## src/rtl/assert_macros.svh

```systemverilog
// ----------------------------------------------------------------------------
// Assertion macros
// Shared concurrent assertion wrappers for the block pool allocator.
// ----------------------------------------------------------------------------
`ifndef ASSERT_MACROS_SVH
`define ASSERT_MACROS_SVH

// Check a property at every rising clock edge outside reset.
`define ASSERT_AT(label, clk, rst_n, prop, msg) \
  label: assert property (@(posedge clk) disable iff (!rst_n) prop) else $error(msg);

// Check that a condition never holds outside reset.
`define ASSERT_NEVER(label, clk, rst_n, cond, msg) \
  `ASSERT_AT(label, clk, rst_n, !(cond), msg)

`endif

```

## src/rtl/fbpa_ram.sv

```systemverilog
// ----------------------------------------------------------------------------
// Generic single-port-write RAM
// One write port and one read port with registered read data.
// ----------------------------------------------------------------------------
`default_nettype none

module fbpa_ram #(
  parameter int unsigned WIDTH = 8,
  parameter int unsigned DEPTH = 16
) (
  input  wire logic                     clk_i,
  input  wire logic                     we_i,
  input  wire logic [$clog2(DEPTH)-1:0] waddr_i,
  input  wire logic [WIDTH-1:0]         wdata_i,
  input  wire logic                     re_i,
  input  wire logic [$clog2(DEPTH)-1:0] raddr_i,
  output logic      [WIDTH-1:0]         rdata_o
);

  logic [WIDTH-1:0] mem_q [DEPTH];
  logic [WIDTH-1:0] rdata_q;

  // Write port
  always_ff @(posedge clk_i) begin
    if (we_i) begin
      mem_q[waddr_i] <= wdata_i;
    end
  end

  // Read port: hold data until the next read
  always_ff @(posedge clk_i) begin
    if (re_i) begin
      rdata_q <= mem_q[raddr_i];
    end
  end

  assign rdata_o = rdata_q;

endmodule

`default_nettype wire

```

## config.mk

```make
export PLATFORM = sky130hd
export DESIGN_NAME = fbpa_ram
export DESIGN_NICKNAME = d
export VERILOG_FILES = /design/src/rtl/assert_macros.svh /design/src/rtl/fbpa_ram.sv
export SDC_FILE = /design/constraint.sdc
export NUM_CORES = 1
export LEC_CHECK = 0
export ABC_AREA = 1
export BUFFER_PORTS_ARGS = -buffer_cell sky130_fd_sc_hd__buf_2
export CORE_MARGIN = 4
export CORE_UTILIZATION = 55
export CTS_BUF_LIST = sky130_fd_sc_hd__clkbuf_4
export DETAILED_ROUTE_END_ITERATION = 10
export GPL_ROUTABILITY_DRIVEN = 0
export PLACE_DENSITY = 0.84
export SLEW_MARGIN = 20
export SYNTH_ARGS = -nofsm -noshare
export SYNTH_HDL_FRONTEND = slang
export SYNTH_SLANG_ARGS = --single-unit
```

## constraint.sdc

```tcl
create_clock -name clk_i -period 1.7 [get_ports clk_i]
set_clock_uncertainty 0.15 [all_clocks]
set_input_delay 0.255 -clock clk_i [delete_from_list [all_inputs] [get_ports clk_i]]
set_output_delay 0.255 -clock clk_i [all_outputs]
set_load 0.005 [all_outputs]
```

==> impl_metrics.env, run 1 <==
export IMPL_critPathMaxFanout=1
export IMPL_holdPathEnd="rdata_o[3]$_DFFE_PP_"
export IMPL_wire_per_inst_um=17.1
export IMPL_hold_path_class="in2reg"
export IMPL_portBuffers=26
export IMPL_boundaryPins=27
export IMPL_cts_tree="yes"
export IMPL_stdcell_count=753
export IMPL_start_util_pct=56.6
export IMPL_cts_htree_levels=4
export IMPL_grt_max_degree=40
export IMPL_synth_simple_area_share_pct=20.8
export IMPL_synth_area_mux_share_pct=0
export IMPL_fp_coreArea_sq_mm=0.0103
export IMPL_cp_cell_sequence="buf_2"
export IMPL_synth_cell_type_count=11
export IMPL_drc_errors=0
export IMPL_worstSetupPathType="reg2out"
export IMPL_antenna_found_initial=0
export IMPL_holdPathStages=3
export IMPL_startpoint_type="register"
export IMPL_setup_violations=0
export IMPL_drive_above_1_share_pct=13.1
export IMPL_slew_viol_final=0
export IMPL_status="finished clean"
export IMPL_reg2regPathDepth=6
export IMPL_dpl_hpwl_mm=8.19
export IMPL_cts_buffer_depth=2
export IMPL_drtIter0Drc=537
export IMPL_dieArea_sq_mm=0.0123
export IMPL_synth_adder_area_share_pct=0
export IMPL_grt_overflow_total=0
export IMPL_vdd_drop_max_uv=634
export IMPL_post_cts_buffers=0
export IMPL_powerDensity_mw_per_mm2=1000
export IMPL_relSlewSlack_pct=61.3
export IMPL_row_count=37
export IMPL_antenna_left=0
export IMPL_rsz0062_at_grt="false"
export IMPL_ctsResizeCount=0
export IMPL_synth_compound_area_share_pct=0
export IMPL_tns_ns=0
export IMPL_route_vias_total=4026
export IMPL_r2r_end="rdata_o[2]$_DFFE_PP_"
export IMPL_yosys_warnings=0
export IMPL_grt_pass1_vias=3891
export IMPL_r2r_start="mem_q[1][2]$_DFFE_PP_"
export IMPL_finalHoldViolations=0
export IMPL_tightest_slew_ns=0.580
export IMPL_nNetsFinal=623
export IMPL_final_cell_mix="nand2_1, edfxtp_1, inv_1"
export IMPL_final_common_cell="nand2_1"
export IMPL_track_usage_pct=21.4
export IMPL_min_delay_start="raddr_i[3]"
export IMPL_wl_mm=12.9
export IMPL_synth_seq_cells=136
export IMPL_antenna_cells=0
export IMPL_crit_slowest_cell="edfxtp_1"
export IMPL_die_h_um=111
export IMPL_fill_cells=764
export IMPL_clk_insertion_delay_late_ns=0.54
export IMPL_required_ns=1.29
export IMPL_max_cap_viol_count=0
export IMPL_cpPeakStageDelay_ns=0.46
export IMPL_grt_pass1_wl_mm=20.0
export IMPL_timing_critical_path_max_delay_family="flip-flops"
export IMPL_yosysSeqAreaShare_pct=69.8
export IMPL_synthXorXnorAreaFrac_pct=0
export IMPL_path_buf_inv=1
export IMPL_syn_inst=551
export IMPL_r2r_setup_slack_ns=0.39
export IMPL_critPathArrivalTime_ns=1.15
export IMPL_dr_pass1_iters=7
export IMPL_synth_nets=570
export IMPL_min_period_ns=1.55
export IMPL_max_clock_freq_ghz=0.644
export IMPL_cts_made_buffers=17
export IMPL_ctsHoldBuffers=8
export IMPL_die_w_um=111
export IMPL_fin_crit_sh_pct=91.3
export IMPL_synth_top_family_by_area="simple AND/OR/NAND/NOR gates"
export IMPL_p_leak_nw=2.87
export IMPL_clk_pin_slew_ns=0.11
export IMPL_layout_area_overhead_vs_synth_pct=12.9
export IMPL_end_kind="output port"
export IMPL_synth_area_sq_mm=0.00585
export IMPL_cts_root_buffer="clkbuf_4"
export IMPL_cts_sinks=136
export IMPL_avgViaCountPerCell=5.35
export IMPL_avgSynthCellArea_sq_um=10.6
export IMPL_dp_cells=712
area by class of cell:
type                       count  area, sq um  share of cell area, %
sequential                   136         4080                   61.9
multi-input combinational    289         1210                   18.4
timing repair buffer          58          430                   6.52
inverter                     102          383                   5.80
clock inverter                13          178                   2.69
tap                          136          170                   2.58
clock buffer                  19          143                   2.16
stage by stage:
stage | power, mW | hold slack [ns] | worst slack, ns | util (%) | area, sq um
floorplan | 4.13 | 0.204 | 0.344 | - | 5850
global placement | 4.30 | 0.476 | 0.0865 | 60.0 | 6190
detailed placement | 4.32 | 0.483 | 0.0703 | 60.0 | 6190
CTS | 6.60 | 0.00203 | 0.148 | 63.8 | 6590
global route | 6.82 | 0.0172 | 0.115 | 63.9 | 6600
finish | 6.60 | 0.0396 | 0.148 | 63.9 | 6600
registers in the layout, summed over array words and instances, names as in the netlist:
signal and flops:
rdata_o 8, mem_q 128
worst max-delay path by stage:
stage,startpoint,endpoint,cells past startpoint
finish,rdata_o[3]$_DFFE_PP_,rdata_o[3],1
global route,rdata_o[5]$_DFFE_PP_,rdata_o[5],1
CTS,rdata_o[3]$_DFFE_PP_,rdata_o[3],1
detailed placement,raddr_i[0],rdata_o[2]$_DFFE_PP_,7
global placement,raddr_i[0],rdata_o[2]$_DFFE_PP_,7
floorplan,waddr_i[2],mem_q[10][0]$_DFFE_PP_,2
synthesized netlist by cell type (all sizes together):
| library cell | n | share of area, % |
|---|---|---|
| inv | 102 | 6.5 |
| edfxtp | 136 | 70 |
| nand2 | 173 | 11 |
| buf | 24 | 2.8 |
| nand3 | 97 | 8.3 |
| nor2 | 17 | 1.1 |
| nand3b | 2 | 0.26 |
power by group:
group	switching, mW	total, mW	internal [mW]
Combinational	0.322	0.475	0.153
Sequential	0.0236	3.80	3.77
Clock	1.14	2.33	1.19
Total	1.49	6.60	5.11
logic make-up (layout without fill, tap and decap cells):
logic type             after synthesis  after routing
AND/OR/NAND/NOR                    289            289
buffers and inverters              126            192
flip-flops                         136            136
layer usage:
layer / track usage (%) / part of all wire, %
met5: 0 / 0
met4: 8.52 / 3.2
met3: 6.17 / 8.5
met2: 35.0 / 49
met1: 27.0 / 39
Note: power is estimated with default switching activity, not from simulation.
==> inputs of run 2 (changes only) <==
--- a/config.mk
+++ b/config.mk
@@ -7,12 +7,13 @@
 export LEC_CHECK = 0
 export ABC_AREA = 1
 export BUFFER_PORTS_ARGS = -buffer_cell sky130_fd_sc_hd__buf_2
+export CELL_PAD_IN_SITES_DETAIL_PLACEMENT = 2
+export CELL_PAD_IN_SITES_GLOBAL_PLACEMENT = 2
 export CORE_MARGIN = 4
-export CORE_UTILIZATION = 55
+export CORE_UTILIZATION = 42
 export CTS_BUF_LIST = sky130_fd_sc_hd__clkbuf_4
 export DETAILED_ROUTE_END_ITERATION = 10
-export GPL_ROUTABILITY_DRIVEN = 0
-export PLACE_DENSITY = 0.84
+export PLACE_DENSITY = 0.92
 export SLEW_MARGIN = 20
 export SYNTH_ARGS = -nofsm -noshare
 export SYNTH_HDL_FRONTEND = slang
==> run 2 against run 1 <==
  * Largest cell class unchanged
  * Clock power up 18%
  * Fmax decreased by 1.2%
  * Global-route usage is 3.0 points higher
  * Critical path depth unchanged
==> impl_metrics.env, run 2 (same netlist as run 1, synthesis figures left out) <==
export IMPL_place_congestion=0.801
export IMPL_critPathMaxFanout=1
export IMPL_critPathArrivalTime_ns=1.17
export IMPL_worstSetupPathType="reg2out"
export IMPL_dr_pass1_iters=5
export IMPL_cpPeakStageDelay_ns=0.45
export IMPL_grt_max_degree=65
export IMPL_fp_coreArea_sq_mm=0.0135
export IMPL_die_w_um=126
export IMPL_startpoint_type="register"
export IMPL_fin_area_sq_mm=0.00676
export IMPL_timing_critical_path_max_delay_family="flip-flops"
export IMPL_crit_start="rdata_o[7]$_DFFE_PP_"
export IMPL_slew_viol_final=0
export IMPL_stdcell_count=797
export IMPL_portBuffers=26
export IMPL_required_ns=1.29
export IMPL_grt_pass1_vias=4846
export IMPL_cts_sinks=136
export IMPL_dieArea_sq_mm=0.0159
export IMPL_cts_made_buffers=17
export IMPL_end_kind="output port"
export IMPL_row_count=42
export IMPL_placed_cell_area_sq_mm=0.00629
export IMPL_drtIter0Drc=344
export IMPL_layout_area_overhead_vs_synth_pct=15.6
export IMPL_r2r_setup_slack_ns=0.26
export IMPL_final_cell_mix="nand2_1, edfxtp_1, inv_1"
export IMPL_cts_buffer_depth=2
export IMPL_r2r_end="rdata_o[2]$_DFFE_PP_"
export IMPL_clk_pin_slew_ns=0.13
export IMPL_setup_violations=0
export IMPL_rsz0062_at_grt="false"
export IMPL_route_vias_total=4199
export IMPL_cts_htree_levels=4
export IMPL_top_register="mem_q"
export IMPL_final_common_cell="nand2_1"
export IMPL_die_h_um=126
export IMPL_nNetsFinal=626
export IMPL_dp_cells=755
export IMPL_track_usage_pct=24.4
export IMPL_max_clock_freq_ghz=0.637
export IMPL_powerDensity_mw_per_mm2=1050
export IMPL_avgViaCountPerCell=5.27
export IMPL_finalHoldViolations=0
export IMPL_cp_depth=1
export IMPL_antenna_left=0
export IMPL_p_leak_nw=2.91
export IMPL_min_period_ns=1.57
export IMPL_antenna_found_initial=1
export IMPL_r2r_start="mem_q[9][2]$_DFFE_PP_"
export IMPL_ctsResizeCount=0
export IMPL_grt_pass1_wl_mm=28.5
export IMPL_largest_reg_flops=128
export IMPL_clk_insertion_delay_late_ns=0.56
export IMPL_reg2regPathDepth=6
export IMPL_vdd_drop_max_uv=553
export IMPL_drive_above_1_share_pct=13.9
export IMPL_cp_cell_sequence="buf_2"
export IMPL_cts_root_buffer="clkbuf_4"
export IMPL_ctsHoldBuffers=9
export IMPL_wl_mm=18.5
export IMPL_status="finished clean"
export IMPL_relSlewSlack_pct=54.1
export IMPL_max_cap_viol_count=0
export IMPL_hold_path_class="in2reg"
export IMPL_cts_tree="yes"
export IMPL_wire_per_inst_um=23.2
export IMPL_post_cts_buffers=0
export IMPL_start_util_pct=43.5
export IMPL_tightest_slew_ns=0.688
export IMPL_cp_endpoint="rdata_o[7]"
export IMPL_boundaryPins=27
export IMPL_drc_errors=0
export IMPL_fin_crit_sh_pct=92.4
export IMPL_path_buf_inv=1
export IMPL_grt_overflow_total=0
export IMPL_crit_slowest_cell="edfxtp_1"
export IMPL_dpl_hpwl_mm=12.2
## run 2: changes by cell type in the layout (fill, tap and decap cells not counted), moves of 2 or more
cell	previous run	this run
clkbuf_4	19	17
bufinv_16	4	6
clkinv_1	2	0
buf_12	3	5
clkinvlp_4	3	5
## run 2: per-stage QoR
| stage | setup TNS, ns | power (mW) | setup WS, ns | hold slack (ns) | util [%] |
|---|---|---|---|---|---|
| finish | 0 | 7.09 | 0.129 | 0.0894 | 50.2 |
| global route | 0 | 7.35 | 0.0612 | 0.0995 | 50.2 |
| CTS | 0 | 7.14 | 0.0598 | 0.0589 | 50.2 |
| detailed placement | -0.401 | 4.39 | -0.0959 | 0.504 | 46.7 |
| global placement | -0.0255 | 4.34 | -0.0255 | 0.480 | 46.7 |
| floorplan | 0 | 4.13 | 0.344 | 0.204 | - |
## run 2: worst min path at each step
stage | slack [ns] | end | start | cells past startpoint
5_1_grt | 0.1 | rdata_o[6]$_DFFE_PP_ | raddr_i[3] | 4
6_report | 0.09 | rdata_o[2]$_DFFE_PP_ | raddr_i[2] | 4
3_5_place_dp | 0.50 | rdata_o[6] | rdata_o[6]$_DFFE_PP_ | 1
2_1_floorplan | 0.20 | mem_q[0][0]$_DFFE_PP_ | wdata_i[0] | 0
4_1_cts | 0.06 | rdata_o[7]$_DFFE_PP_ | raddr_i[3] | 4
3_3_place_gp | 0.48 | rdata_o[4]$_DFFE_PP_ | re_i | 1
## run 2: report_power, final
| group | internal [mW] | total (mW) | switching, mW |
|---|---|---|---|
| Clock | 1.47 | 2.75 | 1.28 |
| Sequential | 3.77 | 3.80 | 0.0279 |
| Combinational | 0.164 | 0.537 | 0.373 |
## run 2: layout make-up
class	instances	area, sq um
timing repair buffer	61	478
antenna	1	2.50
sequential	136	4080
fill	1380	6700
tap	176	220
multi-input combinational	289	1210
clock inverter	15	249
clock buffer	17	128
inverter	102	383
## run 2: layer usage
layer  vias to the layer above  global-route usage [%]  wire, um  share of wire (%)
li1                       1899                       -         -                  -
met1                      2133                    29.8      7500                 41
met4                         0                    9.21       405                2.2
met3                        33                    4.74       892                4.8
met5                         -                       0         0                  0
met2                       134                    42.8      9710                 52
==> inputs of run 3 (changes only) <==
--- a/config.mk
+++ b/config.mk
@@ -7,13 +7,11 @@
 export LEC_CHECK = 0
 export ABC_AREA = 1
 export BUFFER_PORTS_ARGS = -buffer_cell sky130_fd_sc_hd__buf_2
-export CELL_PAD_IN_SITES_DETAIL_PLACEMENT = 2
-export CELL_PAD_IN_SITES_GLOBAL_PLACEMENT = 2
-export CORE_MARGIN = 4
-export CORE_UTILIZATION = 42
+export CAP_MARGIN = 25
+export CORE_UTILIZATION = 55
 export CTS_BUF_LIST = sky130_fd_sc_hd__clkbuf_4
 export DETAILED_ROUTE_END_ITERATION = 10
-export PLACE_DENSITY = 0.92
+export PLACE_DENSITY = 0.84
 export SLEW_MARGIN = 20
 export SYNTH_ARGS = -nofsm -noshare
 export SYNTH_HDL_FRONTEND = slang
==> run 3 against run 2 <==
  * Routed wire length decreased by 31%
  * Flip-flop and latch count unchanged
  * Critical endpoint is now rdata_o[0]
  * Final area decreased by 2.8%
  * Global-route usage increased by 1.0 points
==> impl_metrics.env, run 3 (same netlist as run 1, synthesis figures left out) <==
export IMPL_status="finished clean"
export IMPL_reg2regPathDepth=6
export IMPL_nNetsFinal=623
export IMPL_grt_pass1_vias=3977
export IMPL_min_period_ns=1.51
export IMPL_drtIter0Drc=401
export IMPL_relSlewSlack_pct=58.9
export IMPL_holdPathStages=3
export IMPL_drive_above_1_share_pct=13.3
export IMPL_hold_path_class="in2reg"
export IMPL_grt_pass1_wl_mm=20.4
export IMPL_antenna_found_initial=0
export IMPL_cpPeakStageDelay_ns=0.43
export IMPL_slew_viol_final=0
export IMPL_wl_mm=12.8
export IMPL_die_h_um=105
export IMPL_holdPathEnd="rdata_o[2]$_DFFE_PP_"
export IMPL_stdcell_count=753
export IMPL_min_delay_start="raddr_i[3]"
export IMPL_tightest_slew_ns=0.615
export IMPL_max_clock_freq_ghz=0.663
export IMPL_cts_root_buffer="clkbuf_4"
export IMPL_ctsResizeCount=0
export IMPL_powerDensity_mw_per_mm2=973
export IMPL_total_power_mw=6.39
export IMPL_wire_per_inst_um=17.0
export IMPL_fin_crit_sh_pct=88.8
export IMPL_critPathMaxFanout=1
export IMPL_r2r_start="mem_q[5][4]$_DFFE_PP_"
export IMPL_worst_slack_ns=0.191
export IMPL_layout_area_overhead_vs_synth_pct=12.3
export IMPL_grt_overflow_total=0
export IMPL_antenna_cells=0
export IMPL_vdd_drop_max_uv=552
export IMPL_clk_insertion_delay_late_ns=0.54
export IMPL_p_leak_nw=2.84
export IMPL_whs_ns=0.0348
export IMPL_pre_cts_ws_ns=0.0440
export IMPL_startpoint_type="register"
export IMPL_drc_errors=0
export IMPL_cts_made_buffers=17
export IMPL_r2r_end="rdata_o[4]$_DFFE_PP_"
export IMPL_cts_sinks=136
export IMPL_setup_violations=0
export IMPL_path_buf_inv=1
export IMPL_r2r_setup_slack_ns=0.36
export IMPL_end_kind="output port"
export IMPL_route_vias_total=3952
export IMPL_grt_max_degree=65
export IMPL_avgViaCountPerCell=5.25
export IMPL_dieArea_sq_mm=0.0110
export IMPL_required_ns=1.29
export IMPL_top_register="mem_q"
export IMPL_clk_pin_slew_ns=0.12
export IMPL_start_util_pct=56.6
export IMPL_rsz0062_at_grt="false"
export IMPL_boundaryPins=27
export IMPL_finalHoldViolations=0
export IMPL_dpl_hpwl_mm=7.96
export IMPL_final_common_cell="nand2_1"
export IMPL_tns_ns=0
export IMPL_critPathArrivalTime_ns=1.10
export IMPL_cts_buffer_depth=2
export IMPL_worstSetupPathType="reg2out"
export IMPL_antenna_left=0
export IMPL_timing_critical_path_max_delay_family="flip-flops"
export IMPL_crit_slowest_cell="edfxtp_1"
export IMPL_dp_cells=712
export IMPL_cts_tree="yes"
export IMPL_cts_htree_levels=4
export IMPL_dr_pass1_iters=5
export IMPL_row_count=37
export IMPL_die_w_um=105
export IMPL_cp_cell_sequence="buf_2"
export IMPL_largest_reg_flops=128
export IMPL_final_cell_mix="nand2_1, edfxtp_1, inv_1"
export IMPL_track_usage_pct=25.4
export IMPL_place_congestion=0.877
export IMPL_portBuffers=26
export IMPL_fp_coreArea_sq_mm=0.0103
export IMPL_max_cap_viol_count=0
run 3: cell types whose count changed in the layout (fill, tap and decap cells not counted), sizes merged:
cell	delta
diode	-1
bufinv	-4
buf	-3
inv	+2
clkbuf	+2
run 3: worst max path at each step:
| stage | from | to | slack [ns] | depth (start not counted) |
|---|---|---|---|---|
| 2_1_floorplan | waddr_i[2] | mem_q[10][0]$_DFFE_PP_ | 0.34 | 2 |
| 3_3_place_gp | raddr_i[1] | rdata_o[4]$_DFFE_PP_ | 0.06 | 6 |
| 3_5_place_dp | raddr_i[1] | rdata_o[4]$_DFFE_PP_ | 0.04 | 6 |
| 4_1_cts | rdata_o[0]$_DFFE_PP_ | rdata_o[0] | 0.16 | 1 |
| 5_1_grt | rdata_o[0]$_DFFE_PP_ | rdata_o[0] | 0.12 | 1 |
| 6_report | rdata_o[0]$_DFFE_PP_ | rdata_o[0] | 0.19 | 1 |
run 3: layout make-up:
type	count	area [sq um]
clock buffer	19	143
clock inverter	13	145
fill	805	3750
inverter	102	383
multi-input combinational	289	1210
sequential	136	4080
tap	136	170
timing repair buffer	58	430
run 3: power by group:
group	leakage, nW	internal (mW)	switching, mW
Sequential	1.24	3.77	0.0213
Clock	0.140	0.918	1.20
Combinational	1.47	0.153	0.322
run 3: metrics by stage:
| stage | instance area [sq um] | util, % |
|---|---|---|
| final | 6570 | 63.6 |
| after CTS | 6570 | 63.6 |
| after global placement | 6190 | 60.0 |
| after floorplan | 5850 | - |
| after global routing | 6570 | 63.6 |
| after detailed placement | 6190 | 60.0 |
run 3: timing repair:
item	in CTS	in global routing
hold endpoints to repair	116	0
hold buffers	9	0
endpoints found under the setup margin	0	0
buffers inserted	0	0
run 3: metal layers:
metal  vias up  share of wire [%]  global-route usage, %
li1       1892                  -                      -
met1      1869                 41                   31.8
met2       166                 50                   43.0
met3        25                6.5                   6.67
met4         0                2.2                   8.75
met5         -                  0                      0
